### src/rtl/sdt_front.sv
`timescale 1ns / 1ps
// ----------------------------------------------------------------------------
// sdt_front
// Accepts sample beats, stamps each with its position, and marks the beat
// that ends the line. Stamped beats go into a small queue.
// ----------------------------------------------------------------------------
module sdt_front #(
    parameter int MAX_LEN  = 64,
    parameter int POS_BITS = 6,
    parameter int QDEPTH   = 4
) (
    input  logic                i_clk,
    input  logic                i_rst_n,
    input  logic                i_valid,
    output logic                o_ready,
    input  logic [31:0]         i_cost,
    input  logic [31:0]         i_label,
    input  logic                i_last,
    output logic                o_valid,
    input  logic                i_ready,
    output logic [31:0]         o_cost,
    output logic [31:0]         o_label,
    output logic [POS_BITS-1:0] o_pos,
    output logic                o_end
);
    localparam int QB = $clog2(QDEPTH);
    localparam int W  = 32 + 32 + POS_BITS + 1;

    logic [W-1:0]       r_q [QDEPTH];
    logic [QB-1:0]      r_wp, r_rp;
    logic [QB:0]        r_cnt;
    logic [POS_BITS-1:0] r_pos;
    logic               push, pop, is_end;

    assign o_ready = (r_cnt != (QB+1)'(QDEPTH));
    assign push    = i_valid && o_ready;
    assign o_valid = (r_cnt != '0);
    assign pop     = o_valid && i_ready;
    assign is_end  = i_last || (r_pos == POS_BITS'(MAX_LEN - 1));
    assign {o_cost, o_label, o_pos, o_end} = r_q[r_rp];

    always_ff @(posedge i_clk) begin
        if (!i_rst_n) begin
            r_wp  <= '0;
            r_rp  <= '0;
            r_cnt <= '0;
            r_pos <= '0;
        end else begin
            if (push) begin
                r_q[r_wp] <= {i_cost, i_label, r_pos, is_end};
                r_wp      <= (r_wp == QB'(QDEPTH - 1)) ? '0 : r_wp + 1'b1;
                r_pos     <= is_end ? '0 : r_pos + 1'b1;
            end
            if (pop) begin
                r_rp <= (r_rp == QB'(QDEPTH - 1)) ? '0 : r_rp + 1'b1;
            end
            r_cnt <= r_cnt + (QB+1)'(push) - (QB+1)'(pop);
        end
    end

`ifndef SYNTHESIS
    a_no_overflow: assert property (@(posedge i_clk) disable iff (!i_rst_n)
        !(push && !pop && r_cnt == (QB+1)'(QDEPTH))) else $error("queue overflow");
    a_no_underflow: assert property (@(posedge i_clk) disable iff (!i_rst_n)
        !(pop && r_cnt == '0)) else $error("queue underflow");
    a_pos_wrap: assert property (@(posedge i_clk) disable iff (!i_rst_n)
        push && is_end |=> r_pos == '0) else $error("position not reset at line end");
`endif
endmodule

### config.mk
export PLATFORM = sky130hd
export DESIGN_NAME = sdt_front
export DESIGN_NICKNAME = d
export VERILOG_FILES = /design/src/rtl/sdt_front.sv
export SDC_FILE = /design/constraint.sdc
export NUM_CORES = 1
export LEC_CHECK = 0
export BUFFER_PORTS_ARGS = -buffer_cell sky130_fd_sc_hd__buf_4
export CAP_MARGIN = 20
export CORE_MARGIN = 4
export CORE_UTILIZATION = 30
export CTS_CLUSTER_SIZE = 16
export DETAILED_ROUTE_END_ITERATION = 8
export GPL_TIMING_DRIVEN = 0
export PLACE_DENSITY_LB_ADDON = 0.2
export SKIP_LAST_GASP = 1
export SYNTH_ARGS = -nofsm -noshare
export SYNTH_HDL_FRONTEND = slang
export SYNTH_SLANG_ARGS = --single-unit
### constraint.sdc
create_clock -name i_clk -period 5.8 [get_ports i_clk]
set_clock_uncertainty 0.15 [all_clocks]
set_input_delay 0.87 -clock i_clk [delete_from_list [all_inputs] [get_ports i_clk]]
set_output_delay 0.87 -clock i_clk [all_outputs]
set_load 0.1 [all_outputs]
# --- Yosys cells after proc, flatten, opt, wreduce, memory -nomap -nowiden ---
# Memory sizes are Yosys's and may differ from the RTL's. A register that Yosys moved wholly into a read port is not among the register bits.
# Cells that the tools add are included.
op_classes:
  add_sub_neg: 5
  mul: 0
  n_div: 0
  magnitude_cmp: 0
  eq_ne: 4
  n_shift: 0
  n_mux: 8
  bitwise: 0
  n_reduce_logical: 4
ops:
  columns: ["cell", "n"]
  rows:
  - ["2-to-1 mux 2 bit", 4]
  - ["adder 6 x 1 -> 6 bit, second input constant", 1]
  - ["== test 6 bit, second input constant", 1]
  - ["2-to-1 mux 6 bit", 1]
  - ["adder 2 x 1 -> 2 bit, second input constant", 2]
  - ["== test 2 bit, second input constant", 2]
  - ["adder 3 x 1 -> 3 bit", 1]
  - ["2-to-1 mux 1 bit", 3]
  - ["!= test 3 bit, second input constant", 1]
  - ["nonzero test 3 bit", 1]
  - ["subtractor 3 x 1 -> 3 bit", 1]
  - ["logical AND 1 bit", 2]
  - ["logical OR 1 bit", 1]
word_totals:
  regBits: 13
  latch_bits: 0
  mem_bits_rw: 284
  rom_bits: 0
  inputBits: 69
  output_inout_bits: 73
  word_cells: 26
  mem_count: 1
memory_table:
  columns: ["name", "depth", "width", "read_ports", "rd_clocked_by_memory_dff", "write_ports", "line_no", "source"]
  rows:
  - ["r_q", 4, 71, 1, 1, 1, "29", "logic [W-1:0] r_q [QDEPTH];"]

# --- Longest topological paths before layout ---
logic_depth:
  word_depth: 5
  ltp_mapped: 12
  ltp_nobuf: 11

# --- Worst setup path after synthesis ---
# OpenSTA, ideal clock, no wires.
synth_timing:
  path_kind: "reg-to-reg"
  start: "reg r_cnt[1]"
  end: "mem r_q[0][0] in the netlist's numbering, enable pin"
  setup_time_ns: 0.437
  arrival_time_ns: 3.181
  path_slack_ns: 2.032
  path_stages_with_launch: 4
  n_path_buf: 0
  period_less_slack_ns: 3.768
  path_cell_list: "dfxtp_1 or3b_1 and2_2 and3_1"
synth_via:
  elab_chain_cells: 5
synth_rtl:
  columns: ["element", "line_no", "source"]
  rows:
  - ["from (decl)", "31", "logic [QB:0] r_cnt;"]
  - ["from (signal assigned)", "57", "r_cnt <= r_cnt + (QB+1)'(push) - (QB+1)'(pop);"]
  - ["!= test 3 bit", "35", "assign o_ready = (r_cnt != (QB+1)'(QDEPTH));"]
  - ["named net o_ready", "15", "output logic o_ready,"]
  - ["logical AND 1 bit", "36", "assign push = i_valid && o_ready;"]
  - ["2-to-1 mux 1 bit", "49", "if (push) begin"]
  - ["2-to-1 mux 1 bit", "43", "if (!i_rst_n) begin"]
  - ["2-to-1 mux 1 bit (not written as such)", "50", "r_q[r_wp] <= {i_cost, i_label, r_pos, is_end};"]
  - ["to (decl)", "29", null]
# The timed path passes the listed nets, and every way through them passes these cells.

==> flow_summary.toml <==
[placed_design]
dp_hpwl_um = 14400
pre_cts_ws_ns = 2.412
gp_congestion = 0.6850
placed_area_um2 = 12720
portBuffers = 141

[worst_setup_path]
critPathKind = "reg2out"
critPathMaxFanout = 10
timing.critical_path.to_type = "primary output"
critPathSlowestCell = "clkbuf_1"
crit_path_cell_trace = "clkbuf_1 -> clkbuf_1 -> mux4_2 -> buf_4"
cp.required_ns = 4.78
cp_num_buf_inv = 3
crit_top_cell = "clkbuf_1"
rrSetupSlack_ns = 2.87
critical_path.top_delay_family = "buffers and inverters"
critPathArrivalTime_ns = 2.79
startpoint_type = "flop"
critPathMaxStageDelay_ns = 0.68

[final_layout]
final_util_pct = 38.45
final_cell_area_um2 = 13780
drive_above_1_share_pct = 42.36
diodes = 0
syn_to_final_growth_pct = 25.62
fin_nets = 716
fill_cells = 3219

[clocking]
clock_latency_ns = 0.50
cts.repair.resized = 0
cts.hold.buffers_added = 0
post-cts-setup-buffer-count = 0
clockRootBuffer = "clkbuf_16"
cts_tree = "done"
clk_pin_slew_ns = 0.05
cts_buffers = 34
cts_max_level = 2
clkSinkCount = 299
clock_path_buffers = 3

[yosys]
syn_nets = 535
yosysWarnings = 0
async_flop_share_pct = 0
synthTopCellsByArea = "edfxtp_1 (78%), mux4_2 (15%), dfxtp_1 (2.7%)"
synthDominantCellAreaShare_pct = 77.76
syn_inst = 457
yosys.area.top_type = "edfxtp_1"
synthesis.area_um2 = 10970
synthDistinctLibCells = 29
postSynthAreaPerCell_um2 = 24.00
synth_common_cells = "edfxtp_1 (284), mux4_2 (71), dfxtp_1 (15), nand2_1 (11), clkbuf_1 (10)"
synth_seq_cells = 299
synth_edf_count = 284
seq_area_frac_synth_pct = 80.50
synth.most_common_cell = "edfxtp_1"
synth_flop_cell = "edfxtp_1"

[drt]
drt_iter0_drc = 325
via_count = 5105
drc = 0
drt-pass1-iter-count = 4
wl_um = 22760
wl_per_cell_um = 20.28
ant_nets = 0
vias_per_cell = 4.550

[sta]
rsz0062_at_grt = "false"
min_period_ns = 3.806
final-setup-viol-count = 0
fmax_mhz = 262.7
slew_violations = 0
setup_ws_ns = 1.994
slew_headroom_pct = 46.14
tightest_slew_ns = 0.8079
setup_tns_ns = 0
finalCritPeriodShare_pct = 65.63
final_hold_viol_count = 0

[grt]
grt-ovfl-total = 0
antenna_found_initial = 1
grt.total_usage_pct = 11.41
grt_max_degree = 46
grt_pass1_vias = 5704
grt_pass1_wl_um = 33870

[floorplan]
die_y_um = 199.2
die_w_um = 199.2
initial_utilization_pct = 30.61
dieArea_um2 = 39680
core_area_um2 = 35830
rows = 69
ios = 142

[power_and_ir_drop]
ir_drop_uv = 385.5
power.density_nw_per_um2 = 486.0
leakagePower_nw = 4.565

[flow_run]
drv_cap = 0

[hold_path]
min_path_type = "reg2reg"

[run_status]
status = "complete, no violations"
==> state kept, by name, summed over array words and instances (netlist names), named ones only <==
signal / flops
r_cnt: 3
r_rp: 2
r_wp: 2
r_q: 284
r_pos: 6
==> cell type report <==
type | count | area (µm²) | share of cell area [%]
clock buffer | 47 | 973.4 | 7.066
inverter | 8 | 30.03 | 0.2180
buffer | 18 | 80.08 | 0.5812
tap | 461 | 576.8 | 4.187
multi-input combinational | 132 | 2048 | 14.87
clock inverter | 12 | 78.83 | 0.5722
timing repair buffer | 145 | 1161 | 8.428
sequential | 299 | 8828 | 64.08
==> metal layers <==
metal,vias to the layer above,global-route usage (%),wire length (µm)
met2,118,19.72,11720
met4,2,3.926,544
met1,2656,13.80,9170
li1,2289,-,-
met3,40,3.187,1297
met5,-,0,20
==> tightest hold or removal path: stages, from the launching register on <==
cell and delay, ns:
dfxtp_1 0.31, nand2_1 0.05, a21oi_1 0.08
==> worst paths after layout <==
check,start,end,depth (start not counted)
hold reg to reg,r_rp[1],flop,2
setup / recovery,flop,o_label[27],4
hold / removal,r_rp[1],flop,2
setup reg to reg,r_cnt[1],r_cnt[2],12
==> cells in the final DEF (no fill, tap or decap), drive strengths merged <==
master	n
clkbuf	57
dfxtp	15
mux4	71
fa	1
edfxtp	284
xor2	1
or4	2
clkinv	11
or4b	2
and2	2
buf	153
or3b	1
or2	1
nand2	11
or3	4
o21ai	2
ha	8
xnor2	1
a31oi	3
nand3	5
a21oi	8
inv	8
and3	5
bufinv	1
nor2	4
==> cells by family (layout without fill, tap and decap cells) <==
kind of cell | after synthesis | in the layout | synth area share (%)
flip-flops | 299 | 299 | 80.50
multiplexers | 71 | 71 | 14.58
AND/OR/NAND/NOR | 37 | 37 | 1.894
buffers and inverters | 26 | 230 | 1.004
AO/OA/AOI/OAI | 13 | 13 | 0.7644
adder cells (fa/ha/maj) | 9 | 9 | 1.095
XOR/XNOR | 2 | 2 | 0.1598
==> power by group <==
part           switching [mW]  leakage (nW)  internal (mW)
Combinational            1.64          1.34          0.544
Sequential             0.0315          2.71           2.49
Clock                   0.786         0.519           1.21
==> stage by stage <==
stage | power, mW | hold slack (ns) | cells
final | 6.696 | 0.3449 | 1122
after detailed placement | 4.781 | 0.3410 | 1063
after floorplan | 4.290 | 0.3041 | 457
after global routing | 6.962 | 0.3800 | 1122
after CTS | 6.808 | 0.3490 | 1122
after global placement | 4.755 | 0.3243 | 1059
No activity file was read; power rests on OpenSTA's default activity.
